===== src/rtl/core/peripheral_interface_adapter_top_defines.svh =====
// Assertion macros for the parallel interface adapter.
`ifndef PERIPHERAL_INTERFACE_ADAPTER_TOP_DEFINES_SVH
`define PERIPHERAL_INTERFACE_ADAPTER_TOP_DEFINES_SVH

// Check a property on every clock edge outside reset.
`define PIA_CHECK(label, prop, msg) \
  label: assert property (@(posedge clk) disable iff (rst) prop) else $error(msg);

// Check a property on every clock edge, reset included.
`define PIA_CHECK_ALWAYS(label, prop, msg) \
  label: assert property (@(posedge clk) prop) else $error(msg);

`endif


===== src/rtl/core/pia_pkg.sv =====
`timescale 1ns / 1ps

package pia_pkg;

  // Command codes
  localparam logic [2:0] CMD_READ    = 3'd0;
  localparam logic [2:0] CMD_WRITE   = 3'd1;
  localparam logic [2:0] CMD_SET_CA1 = 3'd2;
  localparam logic [2:0] CMD_SET_CA2 = 3'd3;
  localparam logic [2:0] CMD_SET_CB1 = 3'd4;
  localparam logic [2:0] CMD_SET_CB2 = 3'd5;
  localparam logic [2:0] CMD_RESET   = 3'd6;

  // Register select codes
  localparam logic [1:0] RS_PORT_A = 2'd0;
  localparam logic [1:0] RS_CTRL_A = 2'd1;
  localparam logic [1:0] RS_PORT_B = 2'd2;
  localparam logic [1:0] RS_CTRL_B = 2'd3;

  // Control register bit positions
  localparam int CTRL_C1_IRQ_EN = 0;
  localparam int CTRL_C1_RISING = 1;
  localparam int CTRL_SEL_DATA  = 2;
  localparam int CTRL_C2_BIT3   = 3;
  localparam int CTRL_C2_BIT4   = 4;
  localparam int CTRL_C2_OUTPUT = 5;
  localparam int CTRL_FLAG_C2   = 6;
  localparam int CTRL_FLAG_C1   = 7;

  typedef struct packed {
    logic [2:0] command;
    logic [1:0] reg_select;
    logic [7:0] write_data;
    logic       line_level;
    logic [7:0] port_a_pins;
    logic [7:0] port_b_pins;
  } pia_req_t;

  typedef struct packed {
    logic [7:0] read_data;
    logic [7:0] port_a_drive;
    logic [7:0] port_b_drive;
    logic       ca2_out;
    logic       cb2_out;
    logic       ca2_strobe;
    logic       cb2_strobe;
    logic       irq_a;
    logic       irq_b;
  } pia_rsp_t;

  // Operation applied to one port; at most one of the action bits is set.
  typedef struct packed {
    logic rd_data;
    logic wr_data;
    logic wr_ctrl;
    logic set_c1;
    logic set_c2;
    logic clear;
    logic strobe_on_read;
    logic strobe_on_write;
  } pia_port_op_t;

  typedef struct packed {
    logic [7:0] rd_byte;
    logic [7:0] ctrl;
    logic [7:0] drive;
    logic       c2;
    logic       strobe;
    logic       irq;
  } pia_port_stat_t;

endpackage


===== src/rtl/core/peripheral_interface_adapter_top.sv =====
`timescale 1ns / 1ps
// Channel    Signals                       Moves
// ---------  ----------------------------  ------------------------------------
// request    req_valid, req_ready, req     one command: bus access, line level, reset
// response   rsp_valid, rsp_ready, rsp     read byte, port drives, C2 levels, IRQs
//
// Every request gives exactly one response via the request and response registers.
// One request per cycle is sustained while rsp_ready stays high: the request
// register and the port state update sit in front of a single response register.
// rst (synchronous) clears both port states and empties both registers.
// A stalled response holds the response register; the request register then
// fills and req_ready drops until the response is taken.

`include "peripheral_interface_adapter_top_defines.svh"

module peripheral_interface_adapter_top import pia_pkg::*; (
  input  logic     clk,
  input  logic     rst,
  input  logic     req_valid,
  output logic     req_ready,
  input  pia_req_t req,
  output logic     rsp_valid,
  input  logic     rsp_ready,
  output pia_rsp_t rsp
);

  // Request register
  logic           s1_valid;
  pia_req_t       s1;
  logic           s1_advance;

  pia_port_op_t   op_a;
  pia_port_op_t   op_b;
  pia_port_stat_t stat_a;
  pia_port_stat_t stat_b;
  pia_rsp_t       rsp_next;
  logic           is_read;
  logic           is_write;

  // Advance the request into the response register when that register is
  // empty or being drained in this cycle.
  assign s1_advance = s1_valid && (!rsp_valid || rsp_ready);
  assign req_ready  = !s1_valid || s1_advance;

  always_ff @(posedge clk) begin
    if (rst) begin
      s1_valid <= 1'b0;
    end else if (req_ready) begin
      s1_valid <= req_valid;
    end
  end

  // Payload needs no reset; load on every transfer.
  always_ff @(posedge clk) begin
    if (req_valid && req_ready) begin
      s1 <= req;
    end
  end

  // Decode the command into one operation per port.
  assign is_read  = (s1.command == CMD_READ);
  assign is_write = (s1.command == CMD_WRITE);

  always_comb begin
    op_a.rd_data         = is_read && (s1.reg_select == RS_PORT_A);
    op_a.wr_data         = is_write && (s1.reg_select == RS_PORT_A);
    op_a.wr_ctrl         = is_write && (s1.reg_select == RS_CTRL_A);
    op_a.set_c1          = (s1.command == CMD_SET_CA1);
    op_a.set_c2          = (s1.command == CMD_SET_CA2);
    op_a.clear           = (s1.command == CMD_RESET);
    op_a.strobe_on_read  = 1'b1;   // CA2 strobes on port A reads
    op_a.strobe_on_write = 1'b0;

    op_b.rd_data         = is_read && (s1.reg_select == RS_PORT_B);
    op_b.wr_data         = is_write && (s1.reg_select == RS_PORT_B);
    op_b.wr_ctrl         = is_write && (s1.reg_select == RS_CTRL_B);
    op_b.set_c1          = (s1.command == CMD_SET_CB1);
    op_b.set_c2          = (s1.command == CMD_SET_CB2);
    op_b.clear           = (s1.command == CMD_RESET);
    op_b.strobe_on_read  = 1'b0;
    op_b.strobe_on_write = 1'b1;   // CB2 strobes on port B writes
  end

  pia_port u_port_a (
    .clk        (clk),
    .rst        (rst),
    .en         (s1_advance),
    .op         (op_a),
    .write_data (s1.write_data),
    .level      (s1.line_level),
    .pins       (s1.port_a_pins),
    .stat       (stat_a)
  );

  pia_port u_port_b (
    .clk        (clk),
    .rst        (rst),
    .en         (s1_advance),
    .op         (op_b),
    .write_data (s1.write_data),
    .level      (s1.line_level),
    .pins       (s1.port_b_pins),
    .stat       (stat_b)
  );

  // Assemble the response; read data is zero for anything but a bus read.
  always_comb begin
    rsp_next.read_data = '0;
    if (is_read) begin
      case (s1.reg_select)
        RS_PORT_A: rsp_next.read_data = stat_a.rd_byte;
        RS_CTRL_A: rsp_next.read_data = stat_a.ctrl;
        RS_PORT_B: rsp_next.read_data = stat_b.rd_byte;
        RS_CTRL_B: rsp_next.read_data = stat_b.ctrl;
        default:   rsp_next.read_data = '0;
      endcase
    end
    rsp_next.port_a_drive = stat_a.drive;
    rsp_next.port_b_drive = stat_b.drive;
    rsp_next.ca2_out      = stat_a.c2;
    rsp_next.cb2_out      = stat_b.c2;
    rsp_next.ca2_strobe   = stat_a.strobe;
    rsp_next.cb2_strobe   = stat_b.strobe;
    rsp_next.irq_a        = stat_a.irq;
    rsp_next.irq_b        = stat_b.irq;
  end

  // Response register: hold while stalled, drop the valid once taken.
  always_ff @(posedge clk) begin
    if (rst) begin
      rsp_valid <= 1'b0;
    end else if (s1_advance) begin
      rsp_valid <= 1'b1;
    end else if (rsp_ready) begin
      rsp_valid <= 1'b0;
    end
  end

  always_ff @(posedge clk) begin
    if (s1_advance) begin
      rsp <= rsp_next;
    end
  end

  // A pulse strobe always leaves C2 back high.
  `PIA_CHECK(a_ca2_strobe_high, rsp_valid && rsp.ca2_strobe |-> rsp.ca2_out, "CA2 strobe left low")
  `PIA_CHECK(a_cb2_strobe_high, rsp_valid && rsp.cb2_strobe |-> rsp.cb2_out, "CB2 strobe left low")
  // Only a bus read returns a nonzero byte.
  `PIA_CHECK(a_read_data_zero,
    s1_advance && (s1.command != CMD_READ) |=> rsp.read_data == 8'h00,
    "read data nonzero on non-read")
  // A reset command leaves both ports as inputs with IRQs released.
  `PIA_CHECK(a_reset_cmd,
    s1_advance && (s1.command == CMD_RESET) |=>
      rsp.port_a_drive == 8'hFF && rsp.port_b_drive == 8'hFF && !rsp.irq_a && !rsp.irq_b,
    "reset command left state behind")
  // Both the request and the response register are empty following reset.
  `PIA_CHECK_ALWAYS(a_rst_empty, $past(rst) |-> !s1_valid && !rsp_valid,
    "pipeline not empty after reset")

endmodule


===== src/rtl/core/pia_port.sv =====
`timescale 1ns / 1ps

module pia_port import pia_pkg::*; (
  input  logic           clk,
  input  logic           rst,
  input  logic           en,
  input  pia_port_op_t   op,
  input  logic [7:0]     write_data,
  input  logic           level,
  input  logic [7:0]     pins,
  output pia_port_stat_t stat
);

  logic [7:0] ctrl, ctrl_next;
  logic [7:0] dir, dir_next;
  logic [7:0] outr, outr_next;
  logic       c1, c1_next;
  logic       c2, c2_next;
  logic       strobe;
  logic       strobe_mode;
  logic       c1_edge;
  logic       c2_edge;
  logic [7:0] rd_byte;

  always_comb begin
    ctrl_next   = ctrl;
    dir_next    = dir;
    outr_next   = outr;
    c1_next     = c1;
    c2_next     = c2;
    strobe      = 1'b0;
    // pulse/handshake: C2 output, not direct, data register selected
    strobe_mode = ctrl[CTRL_SEL_DATA] && ctrl[CTRL_C2_OUTPUT] && !ctrl[CTRL_C2_BIT4];
    c1_edge     = ctrl[CTRL_C1_RISING] ? (!c1 && level) : (c1 && !level);
    c2_edge     = ctrl[CTRL_C2_BIT4] ? (!c2 && level) : (c2 && !level);
    rd_byte     = ctrl[CTRL_SEL_DATA] ? ((outr & dir) | (pins & ~dir)) : dir;

    if (op.clear) begin
      ctrl_next = '0;
      dir_next  = '0;
      outr_next = '0;
      c1_next   = 1'b0;
      c2_next   = 1'b0;
    end else begin
      if (op.rd_data) begin
        if (ctrl[CTRL_SEL_DATA]) begin
          ctrl_next[CTRL_FLAG_C1] = 1'b0;
          ctrl_next[CTRL_FLAG_C2] = 1'b0;
        end
        if (op.strobe_on_read && strobe_mode) begin
          c2_next = ctrl[CTRL_C2_BIT3];
          strobe  = ctrl[CTRL_C2_BIT3];
        end
      end
      if (op.wr_data) begin
        if (ctrl[CTRL_SEL_DATA]) begin
          outr_next = write_data;
        end else begin
          dir_next = write_data;
        end
        if (op.strobe_on_write && strobe_mode) begin
          c2_next = ctrl[CTRL_C2_BIT3];
          strobe  = ctrl[CTRL_C2_BIT3];
        end
      end
      if (op.wr_ctrl) begin
        // flags are read-only
        ctrl_next = {ctrl[CTRL_FLAG_C1], ctrl[CTRL_FLAG_C2], write_data[5:0]};
        if (write_data[CTRL_C2_OUTPUT] && write_data[CTRL_C2_BIT4]) begin
          c2_next = write_data[CTRL_C2_BIT3];
        end
      end
      if (op.set_c1) begin
        if (c1_edge) begin
          if (ctrl[CTRL_C1_IRQ_EN]) begin
            ctrl_next[CTRL_FLAG_C1] = 1'b1;
          end
          // end of handshake
          if (ctrl[CTRL_C2_OUTPUT] && !ctrl[CTRL_C2_BIT4] && !ctrl[CTRL_C2_BIT3]) begin
            c2_next = 1'b1;
          end
        end
        c1_next = level;
      end
      if (op.set_c2) begin
        if (!ctrl[CTRL_C2_OUTPUT] && ctrl[CTRL_C2_BIT3] && c2_edge) begin
          ctrl_next[CTRL_FLAG_C2] = 1'b1;
        end
        c2_next = level;
      end
    end
  end

  always_ff @(posedge clk) begin
    if (rst) begin
      ctrl <= '0;
      dir  <= '0;
      outr <= '0;
      c1   <= 1'b0;
      c2   <= 1'b0;
    end else if (en) begin
      ctrl <= ctrl_next;
      dir  <= dir_next;
      outr <= outr_next;
      c1   <= c1_next;
      c2   <= c2_next;
    end
  end

  assign stat.rd_byte = rd_byte;
  assign stat.ctrl    = ctrl;
  assign stat.drive   = (outr_next & dir_next) | ~dir_next;
  assign stat.c2      = c2_next;
  assign stat.strobe  = strobe;
  assign stat.irq     = ctrl_next[CTRL_FLAG_C1] | ctrl_next[CTRL_FLAG_C2];

endmodule


===== config.mk =====
export PLATFORM = sky130hd
export DESIGN_NAME = peripheral_interface_adapter_top
export DESIGN_NICKNAME = d
export VERILOG_FILES = /design/src/rtl/core/pia_pkg.sv /design/src/rtl/core/peripheral_interface_adapter_top.sv /design/src/rtl/core/pia_port.sv
export VERILOG_INCLUDE_DIRS = /design/src /design/src/rtl/core
export SDC_FILE = /design/constraint.sdc
export NUM_CORES = 1
export LEC_CHECK = 0
export BUFFER_PORTS_ARGS = -buffer_cell sky130_fd_sc_hd__buf_2
export CAP_MARGIN = 10
export CORE_MARGIN = 5
export CORE_UTILIZATION = 60
export CTS_CLUSTER_SIZE = 20
export DETAILED_ROUTE_END_ITERATION = 16
export PLACE_DENSITY = 0.82
export SLEW_MARGIN = 10
export SYNTH_ARGS = -nofsm -noshare
export SYNTH_HDL_FRONTEND = slang
export SYNTH_HIERARCHICAL = 1
export SYNTH_SLANG_ARGS = --single-unit

===== constraint.sdc =====
create_clock -name clk -period 3.7 [get_ports clk]
set_input_delay 0.185 -clock clk [delete_from_list [all_inputs] [get_ports clk]]
set_output_delay 0.185 -clock clk [all_outputs]
set_load 0.005 [all_outputs]

==> Yosys cells after proc, flatten, opt, wreduce, memory -nomap -nowiden <==
Cells that the tools add are included.
{ "op_classes": {"eq_ne": 9, "bitwise": 20, "reduce_logical": 57, "muxes": 61} }
{ "op_table": {"columns": ["cell", "n"], "rows": [
  ["8-bit 2-to-1 mux", 18],
  ["8-bit bitwise AND", 6],
  ["1-bit 2-to-1 mux", 38],
  ["8-bit inverter", 4],
  ["8-bit bitwise OR", 4],
  ["8-bit case mux with 4 select lines", 1],
  ["1-bit logical AND", 29],
  ["1-bit logical NOT", 13],
  ["2-bit nonzero test", 5],
  ["3-bit == test (second input constant)", 3],
  ["2-bit 2-to-1 mux", 4],
  ["2-bit AND reduction", 4],
  ["3-bit by 2-bit == test with 1-bit output (second input constant)", 2],
  ["3-bit OR reduction", 2],
  ["2-bit == test (second input constant)", 2],
  ["1-bit inverter", 4],
  ["3-bit by 1-bit == test with 1-bit output (second input constant)", 1],
  ["3-bit logical NOT", 1],
  ["2-bit by 1-bit == test with 1-bit output (second input constant)", 1],
  ["2-bit logical NOT", 1],
  ["1-bit logical OR", 2],
  ["1-bit bitwise OR", 2]
]} }
{ "word_totals": {"word_cells": 176, "inputBits": 34, "register_bits": 114} }

==> Longest topological paths before layout <==
{ "logic_depth": {"depth_word": 11, "depth_mapped": 9, "ltp_nobuf": 7} }

==> Modules after synthesis <==
The synthesis kept the hierarchy.
{ "by_module_without_submodules": {"columns": ["mod", "cells_each", "area_per_inst_um2", "seq_area_each_um2", "instances"], "rows": [
  ["pia_port", 187, 1480.2, 520.5, 2],
  ["peripheral_interface_adapter_top", 118, 2304.7, 1841.8, 1]
]} }

==> Least setup slack after synthesis <==
OpenSTA, ideal clock, no wires.
{ "synth_path": {"path_kind": "register to register", "start": "reg s1[28] (netlist name)", "end": "reg rsp[5] (netlist name) (data pin)", "path_slack_ns": 1.452, "required_ns": 3.449, "setup_ns": 0.251, "synth_period_minus_slack_ns": 2.248, "stages_incl_launch_ff": 9, "arrival_ns": 1.997, "path_cell_list": "edfxtp_1 -> or3_2 -> nor3_1 -> a22oi_1 -> and4bb_1 -> mux2i_1 -> o21a_1 -> nor3_2 -> buf_4"} }
{ "synth_rtl": {"columns": ["item", "line_no", "rtl"], "rows": [
  ["from (decl)", "peripheral_interface_adapter_top.sv:29", "pia_req_t s1;"],
  ["from (signal assigned)", "peripheral_interface_adapter_top.sv:56", "s1 <= req;"],
  ["to (signal assigned)", "peripheral_interface_adapter_top.sv:141", "rsp <= rsp_next;"],
  ["to (decl)", "peripheral_interface_adapter_top.sv:24", "output pia_rsp_t rsp"]
]} }

==> impl_metrics.json <==
{
  "fin_nets": 620,
  "crit_path_top_delay_cell": "nor2b_1",
  "grt_pass1_wl_um": 23500,
  "core_sq_um": 8640,
  "clockBufferDepth": 2,
  "antenna_found_initial": 0,
  "crit_path_max_fanout": 12,
  "rsz0062_at_grt": "false",
  "crit_family": "simple AND/OR/NAND/NOR gates",
  "worst_pin_slew_ns": 1.01,
  "r2r_slack_ns": 0.67,
  "n_fill_cell": 578,
  "hold_viol": 0,
  "peakVddDrop_mv": 0.452,
  "period_needed_ns": 3.03,
  "post_drt_wl_per_cell_um": 20.9,
  "synth_ff_type": "edfxtp_1",
  "leakagePower_nw": 2.26,
  "cts_tree": "built",
  "fin_area_sq_um": 6510,
  "syn-cell-area_sq_um": 5270,
  "ys_seq_elements": 114,
  "min_path_type": "primary input to flip-flop",
  "slew_headroom_pct": 32.4,
  "cts_sinks": 114,
  "clock_skew_ns": 0.00795,
  "outcome": "finished, final reports clean",
  "dp_slack_ns": 0.822,
  "crit_arrival_ns": 3.46,
  "drv_cap": 0,
  "slew_viol_final": 0,
  "clockRootBuffer": "clkbuf_8",
  "track_usage_pct": 27.5,
  "netlist-cell-type-count": 46,
  "ioPinCount": 66,
  "start_kind": "flip-flop",
  "synthCells": 492,
  "crit_path_max_incr_delay_ns": 0.75,
  "ys.warnings.count": 6,
  "pwr_density_cell_nw_per_um2": 483,
  "cp_num_buf_inv": 1,
  "wl_um": 14800,
  "yosysSeqAreaShare_pct": 54.8,
  "period_share_pct": 81.9,
  "via_per_inst": 6.42,
  "fmax_mhz": 330,
  "htree_levels": 4,
  "clk-insertion-delay-late_ns": 0.51,
  "postRouteAntennaNets": 0,
  "vias": 4541,
  "path_clk_slew_ns": 0.05,
  "area_delta_synth_final_pct": 23.6,
  "postSynthAreaPerCell_sq_um": 10.7,
  "start_util_pct": 61.0,
  "grt_start_max_net_pins": 52,
  "die_area_sq_um": 10700,
  "post-route-drc-count": 0,
  "first_pass_iters": 8,
  "drive_gt1_share_pct": 19.9,
  "grt_pass1_vias": 4520,
  "cts_resized": 0,
  "dieWidth_um": 104,
  "synth_top_cells_by_count": "edfxtp_1 (60), nor2_1 (56), dfxtp_1 (54)",
  "setup_ws_ns": 0.668,
  "std_cell_rows": 34,
  "grt_remaining_overflow": 0,
  "critPathCaptureType": "flip-flop",
  "required_ns": 4.13,
  "drtIter0Drc": 731,
  "yosysMostFrequentCell": "edfxtp_1",
  "cts_buffers": 17,
  "critPathKind": "flip-flop to flip-flop",
  "placed_area_sq_um": 5610,
  "synth_top_cell_by_area": "edfxtp_1",
  "synth_area_leaders": "edfxtp_1 (34%), dfxtp_1 (21%), a22oi_1 (6.0%)",
  "tns_ns": 0,
  "portBuffers": 65,
  "synth_top_area_share_pct": 34.2,
  "die_y_um": 104,
  "async_flop_share_pct": 0,
  "synth_edf_count": 60,
  "dp_hpwl_um": 8820,
  "gp_congestion": 0.934,
  "worstPathCellList": "or3b_2 -> nor3_1 -> buf_4 -> nor2b_1 -> and2_0 -> a22oi_1 -> nor2_1",
  "finalSetupViolCount": 0,
  "diodes": 0
}
state kept, by name, indices dropped and copies added, names as in the netlist:
signal	cells
u_port_a/c2	1
u_port_b/outr	8
s1	30
u_port_a/c1	1
s1_valid	1
u_port_b/ctrl	8
u_port_a/dir	8
u_port_a/outr	8
u_port_a/ctrl	8
u_port_b/c2	1
rsp	30
u_port_b/c1	1
u_port_b/dir	8
rsp_valid	1
layer usage:
metal	vias up	global-route usage, %	part of all wire, %
li1	2020	-	-
met1	2139	32.9	37
met2	323	46.8	50
met3	59	7.65	9.9
met4	0	10.7	3.6
met5	-	0	0
worst paths after layout:
path	from	to	depth (start not counted)
worst max-delay path	s1[28]	u_port_a/dir[1]	7
worst max register to register	s1[28]	u_port_a/dir[1]	7
worst min register to register	u_port_a/outr[7]	u_port_a/outr[7]	2
worst min-delay path	rst	u_port_b/outr[0]	2
worst register-to-register path: stages (launching register included):
cell and delay [ns]:
edfxtp_1 0.48, or3b_2 0.55, nor3_1 0.20, buf_4 0.25, nor2b_1 0.75, and2_0 0.48, a22oi_1 0.13, nor2_1 0.13
metrics by stage:
| stage | cells | util (%) | hold slack, ns | total power, mW |
|---|---|---|---|---|
| after detailed placement | 643 | 64.9 | 0.363 | 1.54 |
| after global placement | 643 | 64.9 | 0.362 | 1.54 |
| after floorplan | 494 | - | 0.254 | 1.49 |
| after CTS | 707 | 75.3 | 0.317 | 3.14 |
| final | 707 | 75.3 | 0.325 | 3.15 |
| after global routing | 707 | 75.3 | 0.357 | 3.23 |
layout make-up:
class | count | area (sq um) | share of cell area (%)
Tap cell | 108 | 135 | 2.08
Clock inverter | 10 | 135 | 2.08
Sequential cell | 114 | 2880 | 44.3
Inverter | 38 | 143 | 2.19
Clock buffer | 22 | 443 | 6.81
Timing Repair Buffer | 103 | 691 | 10.6
Multi-Input combinational cell | 312 | 2080 | 31.9
logic make-up after synthesis:
| family | synth area share (%) |
|---|---|
| other cells | 0.143 |
| flops | 54.8 |
| mux | 3.42 |
| compound gates | 20.6 |
| simple gates | 15.1 |
| buf+inv | 5.96 |
report_power, final:
group | internal (mW) | switching (mW) | leakage (nW) | total, mW
combinational | 0.0683 | 0.0820 | 1.02 | 0.150
sequential | 1.36 | 0.0373 | 0.969 | 1.40
clock | 1.04 | 0.555 | 0.271 | 1.59
cells in the final DEF (no fill, tap or decap), drive strengths merged, types with 3 or more instances in the layout:
cell type	Yosys	final
nor2b	4	4
clkbuf	6	22
bufinv	0	3
dfxtp	54	54
a32oi	6	6
o22ai	8	8
inv	38	38
nor3b	4	4
a31oi	18	18
a2bb2oi	18	18
and3b	5	5
nor2	56	56
clkinvlp	0	4
dlygate4sd3	0	32
conb	2	4
and2	4	4
mux2i	18	18
nand3b	3	3
nand2b	24	24
buf	24	71
a21oi	20	20
o21ai	10	10
edfxtp	60	60
clkinv	0	3
nor3	6	6
nand2	20	20
a22oi	42	42
o32ai	18	18
or3	5	5
repair_timing:
action / CTS / global route
setup buffers: 0 / 0
endpoints found under the setup margin: 0 / 0
hold buffers: 32 / 0
endpoints found under the hold margin: 32 / 0
(Power assumes the default switching activity.)
